===== src/hw/rtl/mfsd_pkg.sv =====
// Shared constants for the mixed fraction subtractor with decimal text output.
// No dependencies; used by the top level, the checker and the testbench.
package mfsd_pkg;

	// default configuration of the top level
	localparam int OPERAND_WIDTH_DEF = 16;
	localparam int MAX_BUF_LEN_DEF   = 64;

	// buffer length register
	localparam int         LEN_W       = 7;
	localparam logic [6:0] BUF_LEN_RST = 7'd9;

	// output characters
	localparam int         CHAR_W   = 8;
	localparam logic [7:0] CH_MINUS = 8'h2D;
	localparam logic [7:0] CH_POINT = 8'h2E;
	localparam logic [7:0] CH_ZERO  = 8'h30;
	localparam logic [7:0] CH_NUL   = 8'h00;

	// decimal radix
	localparam logic [3:0] DEC_BASE = 4'd10;
	localparam int         DIG_W    = 4;

endpackage


===== src/hw/rtl/mfsd_mul.sv =====
// Shift-add multiplier, one multiplier bit per cycle, unsigned operands.
// Depends on nothing beyond its parameters.
module mfsd_mul #(
	parameter int A_W = 32,
	parameter int B_W = 17
) (
	input  logic                 clk,
	input  logic                 arst_n,
	input  logic                 start,
	input  logic [A_W-1:0]       a,
	input  logic [B_W-1:0]       b,
	output logic                 done,
	output logic [A_W+B_W-1:0]   prod
);
	localparam int P_W   = A_W + B_W;
	localparam int CNT_W = $clog2(B_W + 1);

	logic             run_q;
	logic             done_q;
	logic [CNT_W-1:0] cnt_q;
	logic [P_W-1:0]   mc_q;
	logic [B_W-1:0]   mp_q;
	logic [P_W-1:0]   acc_q;

	// step counter
	always_ff @(posedge clk or negedge arst_n) begin
		if (!arst_n) begin
			run_q  <= 1'b0;
			done_q <= 1'b0;
			cnt_q  <= '0;
		end else begin
			done_q <= 1'b0;
			if (start) begin
				run_q <= 1'b1;
				cnt_q <= CNT_W'(B_W);
			end else if (run_q) begin
				cnt_q <= cnt_q - CNT_W'(1);
				if (cnt_q == CNT_W'(1)) begin
					run_q  <= 1'b0;
					done_q <= 1'b1;
				end
			end
		end
	end

	// accumulate shifted multiplicand for each set multiplier bit
	always_ff @(posedge clk) begin
		if (start) begin
			mc_q  <= P_W'(a);
			mp_q  <= b;
			acc_q <= '0;
		end else if (run_q) begin
			if (mp_q[0]) acc_q <= acc_q + mc_q;
			mc_q <= {mc_q[P_W-2:0], 1'b0};
			mp_q <= {1'b0, mp_q[B_W-1:1]};
		end
	end

	assign done = done_q;
	assign prod = acc_q;

endmodule


===== src/hw/rtl/mfsd_div.sv =====
// Restoring divider, one quotient bit per cycle, unsigned operands.
// Caller guarantees dividend < divisor * 2**Q_W. No dependencies.
module mfsd_div #(
	parameter int DVD_W = 48,
	parameter int DVS_W = 32,
	parameter int Q_W   = 17
) (
	input  logic             clk,
	input  logic             arst_n,
	input  logic             start,
	input  logic [DVD_W-1:0] dividend,
	input  logic [DVS_W-1:0] divisor,
	output logic             done,
	output logic [Q_W-1:0]   quo,
	output logic [DVS_W-1:0] rem
);
	localparam int CW    = DVS_W + Q_W;
	localparam int CNT_W = $clog2(Q_W + 1);

	logic             run_q;
	logic             done_q;
	logic [CNT_W-1:0] cnt_q;
	logic [CW-1:0]    par_q;
	logic [CW-1:0]    dsr_q;
	logic [Q_W-1:0]   quo_q;
	logic [CW:0]      diff;

	assign diff = {1'b0, par_q} - {1'b0, dsr_q};

	// step counter
	always_ff @(posedge clk or negedge arst_n) begin
		if (!arst_n) begin
			run_q  <= 1'b0;
			done_q <= 1'b0;
			cnt_q  <= '0;
		end else begin
			done_q <= 1'b0;
			if (start) begin
				run_q <= 1'b1;
				cnt_q <= CNT_W'(Q_W);
			end else if (run_q) begin
				cnt_q <= cnt_q - CNT_W'(1);
				if (cnt_q == CNT_W'(1)) begin
					run_q  <= 1'b0;
					done_q <= 1'b1;
				end
			end
		end
	end

	// trial subtract of the aligned divisor, divisor walks right
	always_ff @(posedge clk) begin
		if (start) begin
			par_q <= CW'(dividend);
			dsr_q <= CW'(divisor) << (Q_W - 1);
			quo_q <= '0;
		end else if (run_q) begin
			if (!diff[CW]) par_q <= diff[CW-1:0];
			quo_q <= {quo_q[Q_W-2:0], ~diff[CW]};
			dsr_q <= {1'b0, dsr_q[CW-1:1]};
		end
	end

	assign done = done_q;
	assign quo  = quo_q;
	assign rem  = par_q[DVS_W-1:0];

endmodule


===== src/hw/rtl/mixed_fraction_subtract_to_decimal.sv =====
// Top level: operand intake, sequencer, digit store and character output.
// Depends on mfsd_pkg, mfsd_mul and mfsd_div.
//
//  channel   | signals                            | direction | request
//  ----------+------------------------------------+-----------+------------------------
//  operands  | op_valid op_stall whole/num/den    | in        | two mixed numbers
//  buf_len   | wr_en wr_data                      | in        | buffer length write
//  text      | char_valid char_stall out_char ok  | out       | one character, last
//
// One request at a time. The sequencer forms the products, the sum and the division, then
// the integer digits and the length check, and then emits the characters, working out each
// decimal digit by repeated addition as it goes.
// The serial multiplier and the bit-per-cycle dividers do the arithmetic.
// Reset clears the sequencer and the output valid flag; buf_len returns to 9.
// A stalled character holds; operands are taken again once the sequencer is idle.
module mixed_fraction_subtract_to_decimal #(
	parameter int OPERAND_WIDTH = mfsd_pkg::OPERAND_WIDTH_DEF,
	parameter int MAX_BUF_LEN   = mfsd_pkg::MAX_BUF_LEN_DEF
) (
	input  logic                              clk,
	input  logic                              arst_n,
	input  logic                              op_valid,
	output logic                              op_stall,
	input  logic signed [OPERAND_WIDTH-1:0]   whole_a,
	input  logic signed [OPERAND_WIDTH-1:0]   num_a,
	input  logic signed [OPERAND_WIDTH-1:0]   den_a,
	input  logic signed [OPERAND_WIDTH-1:0]   whole_b,
	input  logic signed [OPERAND_WIDTH-1:0]   num_b,
	input  logic signed [OPERAND_WIDTH-1:0]   den_b,
	input  logic                              wr_en,
	input  logic [mfsd_pkg::LEN_W-1:0]        wr_data,
	output logic                              char_valid,
	input  logic                              char_stall,
	output logic [mfsd_pkg::CHAR_W-1:0]       out_char,
	output logic                              ok,
	output logic                              last
);
	localparam int W     = OPERAND_WIDTH;
	localparam int LW    = mfsd_pkg::LEN_W;
	localparam int MA_W  = 2 * W;          // multiplicand width
	localparam int MB_W  = W + 1;          // multiplier width
	localparam int P_W   = MA_W + MB_W;    // product width
	localparam int T_W   = P_W + 1;        // signed total numerator
	localparam int DVD_W = 3 * W;          // magnitude of the total numerator
	localparam int MAG_W = W + 1;          // integer magnitude
	localparam int DIG_N = ((W + 1) * 30103) / 100000 + 1;
	localparam int DIX_W = $clog2(DIG_N);
	localparam int DCN_W = $clog2(DIG_N + 1);
	localparam int DG_W  = mfsd_pkg::DIG_W;

	typedef enum logic [14:0] {
		S_IDLE = 15'b000000000000001,
		S_MUL0 = 15'b000000000000010,
		S_MUL1 = 15'b000000000000100,
		S_MUL2 = 15'b000000000001000,
		S_MUL3 = 15'b000000000010000,
		S_ABS  = 15'b000000000100000,
		S_DIV  = 15'b000000001000000,
		S_DEC  = 15'b000000010000000,
		S_CHK  = 15'b000000100000000,
		S_SIGN = 15'b000001000000000,
		S_INT  = 15'b000010000000000,
		S_DOT  = 15'b000100000000000,
		S_FRAC = 15'b001000000000000,
		S_FDIG = 15'b010000000000000,
		S_FAIL = 15'b100000000000000
	} state_t;

	state_t state_q;

	// configuration
	logic [LW-1:0] buf_len_q;
	logic [LW-1:0] len_eff;
	logic [LW-1:0] limit;

	// operand registers
	logic [W-1:0]        mnb_q, mda_q, mdb_q;
	logic signed [W:0]   dw_q;
	logic [W:0]          dw_abs;
	logic [W-1:0]        abs_na, abs_nb, abs_da, abs_db;
	logic signed [W:0]   dw_in;
	logic                bad_ops;

	// arithmetic registers
	logic signed [T_W-1:0] diff_q;
	logic signed [T_W-1:0] t_q;
	logic signed [T_W-1:0] t_neg;
	logic signed [T_W-1:0] t_abs;
	logic signed [T_W-1:0] prod_s;
	logic [MA_W-1:0]       nd_q;
	logic [MA_W-1:0]       rem_q;
	logic [MA_W:0]         acc_q;
	logic [MA_W:0]         acc_sum;
	logic [MA_W:0]         acc_red;
	logic [DG_W-1:0]       fd_q;
	logic [DG_W-1:0]       fj_q;
	logic                  neg_q;

	// digit store
	logic [DG_W-1:0]  digs_q [DIG_N];
	logic [DCN_W-1:0] cnt_q;
	logic [DCN_W-1:0] idx_q;
	logic [LW-1:0]    k_q;
	logic [LW-1:0]    need;

	// unit connections
	logic              mul_start, mul_done;
	logic [MA_W-1:0]   mul_a;
	logic [MB_W-1:0]   mul_b;
	logic [P_W-1:0]    mul_prod;
	logic              td_start, td_done;
	logic [MAG_W-1:0]  td_quo;
	logic [MA_W-1:0]   td_rem;
	logic              d10_start, d10_done;
	logic [MAG_W-1:0]  d10_in;
	logic [MAG_W-1:0]  d10_quo;
	logic [DG_W-1:0]   d10_rem;

	// output register
	logic                        cv_q;
	logic [mfsd_pkg::CHAR_W-1:0] ch_q;
	logic                        ok_q, last_q;
	logic                        emit, go;
	logic [mfsd_pkg::CHAR_W-1:0] e_char;
	logic                        e_ok, e_last;
	logic                        accept;

	assign accept   = op_valid && (state_q == S_IDLE);
	assign op_stall = (state_q != S_IDLE);

	// operand magnitudes and sign checks
	assign abs_na = num_a[W-1] ? W'(-num_a) : W'(num_a);
	assign abs_nb = num_b[W-1] ? W'(-num_b) : W'(num_b);
	assign abs_da = den_a[W-1] ? W'(-den_a) : W'(den_a);
	assign abs_db = den_b[W-1] ? W'(-den_b) : W'(den_b);
	assign dw_in  = (W+1)'(whole_a) - (W+1)'(whole_b);
	assign dw_abs = dw_q[W] ? (W+1)'(-dw_q) : (W+1)'(dw_q);
	assign bad_ops = ((num_a != '0) && (den_b != '0) && (num_a[W-1] ^ den_b[W-1]))
	              || ((num_b != '0) && (den_a != '0) && (num_b[W-1] ^ den_a[W-1]))
	              || (den_a == '0) || (den_b == '0) || (den_a[W-1] ^ den_b[W-1]);

	// effective buffer length
	assign len_eff = (buf_len_q > LW'(MAX_BUF_LEN)) ? LW'(MAX_BUF_LEN) : buf_len_q;
	assign limit   = len_eff - LW'(1);
	assign need    = LW'(cnt_q) + LW'(neg_q) + ((rem_q != '0) ? LW'(2) : LW'(0));

	// multiplier operand select
	always_comb begin
		mul_start = 1'b0;
		mul_a     = '0;
		mul_b     = '0;
		case (state_q)
			S_IDLE: begin
				mul_start = accept && !bad_ops;
				mul_a     = MA_W'(abs_na);
				mul_b     = MB_W'(abs_db);
			end
			S_MUL0: begin
				mul_start = mul_done;
				mul_a     = MA_W'(mnb_q);
				mul_b     = MB_W'(mda_q);
			end
			S_MUL1: begin
				mul_start = mul_done;
				mul_a     = MA_W'(mda_q);
				mul_b     = MB_W'(mdb_q);
			end
			S_MUL2: begin
				mul_start = mul_done;
				mul_a     = mul_prod[MA_W-1:0];
				mul_b     = dw_abs;
			end
			default: begin
				mul_start = 1'b0;
			end
		endcase
	end

	mfsd_mul #(.A_W(MA_W), .B_W(MB_W)) u_mul (
		.clk(clk), .arst_n(arst_n), .start(mul_start), .a(mul_a), .b(mul_b),
		.done(mul_done), .prod(mul_prod)
	);

	// total numerator and its magnitude
	assign prod_s = T_W'(mul_prod);
	assign t_neg  = -t_q;
	assign t_abs  = t_q[T_W-1] ? t_neg : t_q;
	assign td_start = (state_q == S_ABS);

	mfsd_div #(.DVD_W(DVD_W), .DVS_W(MA_W), .Q_W(MAG_W)) u_tdiv (
		.clk(clk), .arst_n(arst_n), .start(td_start), .dividend(t_abs[DVD_W-1:0]),
		.divisor(nd_q), .done(td_done), .quo(td_quo), .rem(td_rem)
	);

	// integer digits, least significant first
	assign d10_start = ((state_q == S_DIV) && td_done)
	                || ((state_q == S_DEC) && d10_done && (d10_quo != '0));
	assign d10_in    = (state_q == S_DIV) ? td_quo : d10_quo;

	mfsd_div #(.DVD_W(MAG_W), .DVS_W(DG_W), .Q_W(MAG_W)) u_d10 (
		.clk(clk), .arst_n(arst_n), .start(d10_start), .dividend(d10_in),
		.divisor(mfsd_pkg::DEC_BASE), .done(d10_done), .quo(d10_quo), .rem(d10_rem)
	);

	// one repeated-add step of the decimal digit
	assign acc_sum = acc_q + (MA_W+1)'(rem_q);
	assign acc_red = (acc_sum >= (MA_W+1)'(nd_q)) ? acc_sum - (MA_W+1)'(nd_q) : acc_sum;

	// character for the current state
	assign go = !cv_q || !char_stall;
	always_comb begin
		emit   = 1'b0;
		e_char = mfsd_pkg::CH_NUL;
		e_ok   = 1'b1;
		e_last = 1'b0;
		case (state_q)
			S_SIGN: begin
				emit   = 1'b1;
				e_char = mfsd_pkg::CH_MINUS;
			end
			S_INT: begin
				emit   = 1'b1;
				e_char = mfsd_pkg::CH_ZERO
				       + mfsd_pkg::CHAR_W'(digs_q[idx_q[DIX_W-1:0]]);
				e_last = (idx_q == '0) && (rem_q == '0);
			end
			S_DOT: begin
				emit   = 1'b1;
				e_char = mfsd_pkg::CH_POINT;
			end
			S_FDIG: begin
				emit   = 1'b1;
				e_char = mfsd_pkg::CH_ZERO + mfsd_pkg::CHAR_W'(fd_q);
				e_last = (acc_q == '0) || ((k_q + LW'(1)) >= limit);
			end
			S_FAIL: begin
				emit   = 1'b1;
				e_ok   = 1'b0;
				e_last = 1'b1;
			end
			default: begin
				emit = 1'b0;
			end
		endcase
	end

	// sequencer and control state
	always_ff @(posedge clk or negedge arst_n) begin
		if (!arst_n) begin
			state_q   <= S_IDLE;
			buf_len_q <= mfsd_pkg::BUF_LEN_RST;
			cv_q      <= 1'b0;
			cnt_q     <= '0;
			idx_q     <= '0;
			k_q       <= '0;
			fj_q      <= '0;
		end else begin
			if (wr_en) buf_len_q <= wr_data;
			if (emit && go) begin
				cv_q <= 1'b1;
				k_q  <= k_q + LW'(1);
			end else if (!char_stall) begin
				cv_q <= 1'b0;
			end
			case (state_q)
				S_IDLE: begin
					k_q   <= '0;
					cnt_q <= '0;
					if (accept) state_q <= bad_ops ? S_FAIL : S_MUL0;
				end
				S_MUL0: if (mul_done) state_q <= S_MUL1;
				S_MUL1: if (mul_done) state_q <= S_MUL2;
				S_MUL2: if (mul_done) state_q <= S_MUL3;
				S_MUL3: if (mul_done) state_q <= S_ABS;
				S_ABS:  state_q <= S_DIV;
				S_DIV:  if (td_done) state_q <= S_DEC;
				S_DEC: begin
					if (d10_done) begin
						cnt_q <= cnt_q + DCN_W'(1);
						if (d10_quo == '0) state_q <= S_CHK;
					end
				end
				S_CHK: begin
					idx_q <= cnt_q - DCN_W'(1);
					if ((len_eff < LW'(2)) || (need > limit)) state_q <= S_FAIL;
					else if (neg_q) state_q <= S_SIGN;
					else state_q <= S_INT;
				end
				S_SIGN: if (go) state_q <= S_INT;
				S_INT: begin
					if (go) begin
						idx_q <= idx_q - DCN_W'(1);
						if (idx_q == '0) state_q <= (rem_q != '0) ? S_DOT : S_IDLE;
					end
				end
				S_DOT: begin
					fj_q <= '0;
					if (go) state_q <= S_FRAC;
				end
				S_FRAC: begin
					fj_q <= fj_q + DG_W'(1);
					if (fj_q == mfsd_pkg::DEC_BASE - DG_W'(1)) state_q <= S_FDIG;
				end
				S_FDIG: begin
					fj_q <= '0;
					if (go) state_q <= e_last ? S_IDLE : S_FRAC;
				end
				S_FAIL: if (go) state_q <= S_IDLE;
				default: state_q <= S_IDLE;
			endcase
		end
	end

	// datapath registers
	always_ff @(posedge clk) begin
		if (accept) begin
			mnb_q <= abs_nb;
			mda_q <= abs_da;
			mdb_q <= abs_db;
			dw_q  <= dw_in;
		end
		if ((state_q == S_MUL0) && mul_done) diff_q <= prod_s;
		if ((state_q == S_MUL1) && mul_done) diff_q <= diff_q - prod_s;
		if ((state_q == S_MUL2) && mul_done) nd_q <= mul_prod[MA_W-1:0];
		if ((state_q == S_MUL3) && mul_done) t_q <= (dw_q[W] ? -prod_s : prod_s) + diff_q;
		if (state_q == S_ABS) neg_q <= t_q[T_W-1];
		if ((state_q == S_DIV) && td_done) rem_q <= td_rem;
		if ((state_q == S_DEC) && d10_done) digs_q[cnt_q[DIX_W-1:0]] <= d10_rem;
		if (state_q == S_DOT) begin
			acc_q <= '0;
			fd_q  <= '0;
		end
		if (state_q == S_FRAC) begin
			acc_q <= acc_red;
			if (acc_sum >= (MA_W+1)'(nd_q)) fd_q <= fd_q + DG_W'(1);
		end
		if ((state_q == S_FDIG) && go) begin
			rem_q <= acc_q[MA_W-1:0];
			acc_q <= '0;
			fd_q  <= '0;
		end
		if (emit && go) begin
			ch_q   <= e_char;
			ok_q   <= e_ok;
			last_q <= e_last;
		end
	end

	assign char_valid = cv_q;
	assign out_char   = ch_q;
	assign ok         = ok_q;
	assign last       = last_q;

endmodule


===== config.mk =====
export PLATFORM = sky130hd
export DESIGN_NAME = mixed_fraction_subtract_to_decimal
export DESIGN_NICKNAME = d
export VERILOG_FILES = /design/src/hw/rtl/mfsd_pkg.sv /design/src/hw/rtl/mfsd_mul.sv /design/src/hw/rtl/mfsd_div.sv /design/src/hw/rtl/mixed_fraction_subtract_to_decimal.sv
export SDC_FILE = /design/constraint.sdc
export NUM_CORES = 2
export LEC_CHECK = 0
export BUFFER_PORTS_ARGS = -buffer_cell sky130_fd_sc_hd__clkbuf_2
export CORE_MARGIN = 4
export CORE_UTILIZATION = 35
export DETAILED_ROUTE_END_ITERATION = 10
export PLACE_DENSITY_LB_ADDON = 0.08
export SETUP_SLACK_MARGIN = 0.05
export SLEW_MARGIN = 20
export SYNTH_ARGS = -nofsm -noshare
export SYNTH_HDL_FRONTEND = slang
export SYNTH_SLANG_ARGS = --single-unit

===== constraint.sdc =====
create_clock -name clk -period 5 [get_ports clk]
set_input_delay 1 -clock clk [delete_from_list [all_inputs] [get_ports clk]]
set_output_delay 1 -clock clk [all_outputs]
set_load 0.05 [all_outputs]

# After elaboration in Yosys (flattened, before gate mapping)
# Memory sizes are Yosys's and may differ from the RTL's.
# Index checks and enable logic that the tools add are counted.
# classes
muxes,95
magnitude_cmp,5
eq_ne,38
multipliers,0
n_reduce_logical,60
n_div,0
addsub,29
bitwise,5
n_shift,0
# ops
cell,n
$mux W48,6
$mux W15,19
$pmux W15 S15,1
$mux W50,3
$mux W32,4
$pmux W32 S4,1
$mux W17,7
$mux W33,3
$pmux W17 S4,1
$neg A16 Y16,4
$reduce_bool A16 Y1,4
$add A50 B50 Y50,1
$neg A49 Y50,1
$sub A49 B48 Y50,1
$sub A50 B50 Y50,1
$add A49 B49 Y49,1
$neg A48 Y48,1
$add A33 B32 Y33,1
$ge A33 B32 Y1,1
$logic_not A33 Y1,1
$sub A33 B32 Y33,1
$logic_not A16 Y1,2
$logic_not A32 Y1,1
$mux W16,2
65 further kinds,164
# word_totals
mem_bits_rw,24
latch_bits,0
output_inout_bits,12
rom_bits,0
elab_cells,278
memories,1
ff_bits,625
# memory_table
name,words,word_bits,rd,rd_ports_with_merged_regs,write_ports,line,text
digs_q,6,4,1,0,1,mixed_fraction_subtract_to_decimal.sv:100,logic [DG_W-1:0] digs_q [DIG_N];

# Logic depth before layout (Yosys ltp)
# depth
depth_word,11
mapped_depth,26
mapped_depth_nobuf,24

# Cells and area by module
# Synthesis repeated with hierarchy kept, for this count alone.
# hier_totals
cells_unflattened,5208
area_unflattened_um2,46325.7
# modules_own_cells
module,n_inst,cells_each,area_per_inst_um2
mixed_fraction_subtract_to_decimal,1,3081,27039.7
mfsd_div at u_tdiv,1,908,8057.7
mfsd_mul,1,808,7443.4
mfsd_div at u_d10,1,411,3784.9

# Worst setup path before layout
# No wires, ideal clock.
# synth_path
path_type,reg2reg
startpoint,register state_q[11]
endpoint,register u_mul.mc_q[0] (enable)
path_stages_with_launch,11
arrival_ns,4.799
path_buffers,3
required_ns,4.592
setup_slack_ns,-0.206
synth_period_minus_slack_ns,5.206
cell_sequence,dfrtp_1 clkbuf_1 nor4_1 and4_1 and3b_1 clkbuf_1 and2_1 and2_4 a211oi_2 buf_2 nand2_1
# synth_via
elab_chain_len,5
word_cells_on_any_way,9
# synth_rtl
element,line,text
from (decl),mixed_fraction_subtract_to_decimal.sv:69,state_t state_q;
from (signal assigned),mixed_fraction_subtract_to_decimal.sv:269,if (accept) state_q <= bad_ops ? S_FAIL : S_MUL0;
from (signal assigned),mixed_fraction_subtract_to_decimal.sv:293,if (idx_q == '0) state_q <= (rem_q != '0) ? S_DOT : S_IDLE;
from (signal assigned),mixed_fraction_subtract_to_decimal.sv:306,if (go) state_q <= e_last ? S_IDLE : S_FRAC;
$eq A15 B1 Y1,mixed_fraction_subtract_to_decimal.sv:128,assign accept = op_valid && (state_q == S_IDLE);
$logic_and A1 B1 Y1,mixed_fraction_subtract_to_decimal.sv:128,
net accept,mixed_fraction_subtract_to_decimal.sv:126,logic accept;
$logic_and A1 B1 Y1,mixed_fraction_subtract_to_decimal.sv:154,mul_start = accept && !bad_ops;
$pmux W1 S2,mixed_fraction_subtract_to_decimal.sv:152,case (state_q)
$reduce_bool A2 Y1 (no source line),-,
to (signal assigned),mfsd_mul.sv:49,mc_q <= P_W'(a);
to (signal assigned),mfsd_mul.sv:54,"mc_q <= {mc_q[P_W-2:0], 1'b0};"
to (decl),mfsd_mul.sv:21,logic [P_W-1:0] mc_q;
# The timed path passes the listed nets, and every way through them passes these cells.
# A chain may end at the register's enable or synchronous reset.

# Final worst setup path
# layout_path
startpoint,register rem_q[0]
endpoint,register acc_q[17]
# layout_via
elab_chain_len,4
word_cells_on_any_way,5
# layout_rtl
element,line,text
from (decl),mixed_fraction_subtract_to_decimal.sv:91,logic [MA_W-1:0] rem_q;
from (signal assigned),mixed_fraction_subtract_to_decimal.sv:327,if ((state_q == S_DIV) && td_done) rem_q <= td_rem;
from (signal assigned),mixed_fraction_subtract_to_decimal.sv:338,rem_q <= acc_q[MA_W-1:0];
$add A33 B32 Y33 (*),mixed_fraction_subtract_to_decimal.sv:206,assign acc_sum = acc_q + (MA_W+1)'(rem_q);
$sub A33 B32 Y33 or $ge A33 B32 Y1 (tied branches),mixed_fraction_subtract_to_decimal.sv:207,assign acc_red = (acc_sum >= (MA_W+1)'(nd_q)) ? acc_sum - (MA_W+1)'(nd_q) : acc_sum;
$mux W33 (*),mixed_fraction_subtract_to_decimal.sv:207,
$mux W33 (*),mixed_fraction_subtract_to_decimal.sv:333,if (state_q == S_FRAC) begin
to (signal assigned),mixed_fraction_subtract_to_decimal.sv:334,acc_q <= acc_red;
to (decl),mixed_fraction_subtract_to_decimal.sv:92,logic [MA_W:0] acc_q;
# Mark *: on every way between the ends. The rest lies on a longest branch, timed or not.

==> key figures <==
Run status
  • Status: complete, but fails checks
  • Failing checks: setup timing

Yosys
  • Post-synthesis instance area: 44,590 um^2
  • Post-synth cell types: 99
  • Sequential share of the synthesized area: 38.83%
  • Post-synth top cells: nand2_1 (581), edfxtp_1 (407), a21oi_1 (393)
  • Primary FF master, synth: edfxtp_1
  • Top post-synthesis cells by area: edfxtp_1 (27%), ha_1 (9.2%), dfxtp_1 (8.0%), xnor2_1 (6.3%), nand2_1 (4.9%)
  • Synth Area per Inst: 8.987 um^2
  • EDFF count, synth: 407
  • Async SR Flop Fraction: 9.443%
  • Synth Register Bits: 646
  • Synth top area share: 27.41%
  • Synthesized instance count: 4,962
  • Ys Warns: 0
  • Area leader, netlist: edfxtp_1
  • Most common cell in the netlist: nand2_1

Finish
  • Final #Nets: 5,663
  • Layout cells sized above 1: 12.49%
  • Fill cells: 12,650
  • Final Cell Area: 51,670 um^2
  • Area growth from synthesis to layout: 15.86%

Setup path
  • Crit Path Category: reg2reg
  • Worst EP required: 5.53 ns
  • RR Endpoint: acc_q[17]$_SDFFE_PP0P_
  • Slowest stage cell on the critical path: edfxtp_1
  • CP peak stage delay: 0.43 ns
  • Startpoint types: flop
  • RR Startpoint: rem_q[0]$_DFFE_PP_
  • Worst Reg-to-Reg Cells: 28
  • Arrival time at the worst endpoint: 5.64 ns
  • Reg2reg setup slack: -0.11 ns
  • Crit Path Max Fanout: 6
  • CP Capture Type: flop
  • Crit path from: rem_q[0]$_DFFE_PP_

Detailed routing
  • Vias: 37,120
  • Via density: 5.351
  • DRC viols: 0
  • DR WL/cell: 20.57 um
  • DR iter-0 viols: 2,648
  • TritonRoute pass-1 iters: 9
  • Routed WL: 142,700 um
  • Antenna viol nets, final: 0

CTS
  • Clock transition at path regs: 0.06 ns
  • Worst-case clock buffer depth: 3
  • CTS sink cnt: 646
  • CTS tree: yes
  • CTS Buf Count: 82
  • Root buf cell: clkbuf_16
  • Worst-Skew Late Latency: 0.67 ns
  • H-Tree Depth: 3

Global route
  • Largest net degree at the start of global routing: 88
  • Global-route wire length before repair: 220,100 um
  • Antenna violations before repair: 0
  • Grt ovf: 0
  • Vias in the first global route: 36,460
  • Gr usage total: 21.22%

STA
  • Min Tclk post-route: 5.109 ns
  • # setup viols final: 29
  • Fin. Hold Viols: 0
  • Slew headroom: 26.17%
  • Post-route clock skew: 0.03412 ns
  • Final worst path period share: 102.2%
  • TNS Setup: -1.747 ns
  • Slew Viols, Final: 0
  • Fmax: 195.7 MHz
  • Final WS setup: -0.1095 ns
  • Worst-Margin Slew: 1.097 ns
  • RSZ-0062 raised after global routing: true

Power and ir drop
  • P_leak: 0.02106 uW
  • Clock power frac: 25.8%
  • Total Power: 23,330 uW
  • Psw: 8869 uW
  • Combinational share of power: 42.5%
  • Seq pwr share: 31.7%
  • Internal power: 14,460 uW
  • PwrDens: 451.6 nW/um^2
  • Peak supply drop: 0.0002766 V
  • Net Sw Frac: 38.01%

Placed design
  • Number of port buffers: 117
  • Dpl cell area: 48,360 um^2
  • Routability congestion estimate: 0.8946
  • HPWL after detailed placement: 111,500 um

Floorplan
  • Chip width: 364.9 um
  • Die Ht: 364.9 um
  • Core Box Area: 126,100 um^2
  • # rows: 130
  • # IOs: 120
  • Initial Util: 35.37%
  • Die area: 133,200 um^2

Flow run
  • Number of max-cap violations: 0

Worst hold path
  • Hold WC Path Type: in2async
routing by layer:
metal  up-vias  part of all wire (%)  global-route usage [%]
li1      18540                     -                       -
met1     17660                    47                   29.08
met2       768                    46                   35.51
met3       146                   3.9                   2.253
met4         0                   2.5                   6.053
met5         -                     0                       0
through the flow:
stage | instances | hold slack [ns] | util, % | setup slack, ns
floorplan | 4963 | 0.4348 | - | 0.05590
global placement | 6764 | 0.4749 | 38.36 | -0.2964
detailed placement | 6764 | 0.4826 | 38.36 | -0.3831
CTS | 6928 | 0.08834 | 40.77 | -0.07398
global route | 6935 | 0.1147 | 40.98 | -0.4532
finish | 6936 | 0.1371 | 40.99 | -0.1095
worst max path at each step:
stage          slack (ns)                     end
2_1_floorplan        0.06  acc_q[20]$_SDFFE_PP0P_
3_3_place_gp        -0.30  acc_q[20]$_SDFFE_PP0P_
3_5_place_dp        -0.38  acc_q[10]$_SDFFE_PP0P_
4_1_cts             -0.07  acc_q[17]$_SDFFE_PP0P_
5_1_grt             -0.45   acc_q[9]$_SDFFE_PP0P_
6_report            -0.11  acc_q[17]$_SDFFE_PP0P_
sequential cells by signal, summed over array words and instances, names as in the netlist, 20 cells and up:
signal / cells
u_mul.prod: 49
rem_q: 32
u_tdiv.dsr_q: 48
t_q: 49
u_d10.dsr_q: 20
nd_q: 32
u_tdiv.par_q: 49
digs_q: 24
u_mul.mc_q: 49
acc_q: 33
diff_q: 50
u_d10.par_q: 21
power groups by stage:
stage	Clock, uW	Combinational [uW]	Sequential, uW
6_report	6010	9920	7400
4_1_cts	6190	9880	7400
5_1_grt	6410	11200	7500
3_5_place_dp	0	9830	7510
3_3_place_gp	0	9840	7500
2_1_floorplan	0	7340	7340
logic make-up after synthesis:
kind of cell	Yosys count	synth area share, %
AND/OR/NAND/NOR	1596	16.87
other	1	0.008410
XOR/XNOR	424	8.328
buffers and inverters	483	4.189
adder cells (fa/ha/maj)	336	9.579
AO/OA/AOI/OAI	1342	19.04
multiplexers	134	3.148
flip-flops	646	38.83
worst max-delay path, delay by kind of cell (launching register included):
family / cells / cell delay, ns
AO/OA/AOI/OAI: 18 / 2.68
XOR/XNOR: 1 / 0.14
adder cells (fa/ha/maj): 3 / 0.84
buffers and inverters: 5 / 0.69
flip-flops: 1 / 0.43
AND/OR/NAND/NOR: 1 / 0.19
final cells by class:
| cell class | instances | area, um^2 | share of cell area (%) |
|---|---|---|---|
| repair buffers | 372 | 2666 | 5.161 |
| inverters | 283 | 1062 | 2.056 |
| diodes | 1 | 2.502 | 0.004843 |
| well taps | 1650 | 2064 | 3.996 |
| multi-input cells | 3834 | 25870 | 50.08 |
| clock buffers | 103 | 2235 | 4.325 |
| flip-flops and latches | 646 | 17320 | 33.53 |
| clock inverters | 47 | 440.4 | 0.8524 |
cells in the final DEF (no fill, tap or decap), drive strengths merged, types with 219 or more instances in the layout:
cell type	n
nor2	381
nand2	581
clkbuf	219
edfxtp	407
xnor2	320
ha	327
a21oi	393
o21ai	348
buf	256
inv	289
timing repair:
item | CTS | global route
setup buffers | 14 | 7
hold buffers | 0 | 0
pin swaps | 36 | 44
resized for setup | 63 | 57
cloned | 1 | 0
endpoints found under the setup margin | 41 | 45
(Power assumes the default switching activity.)
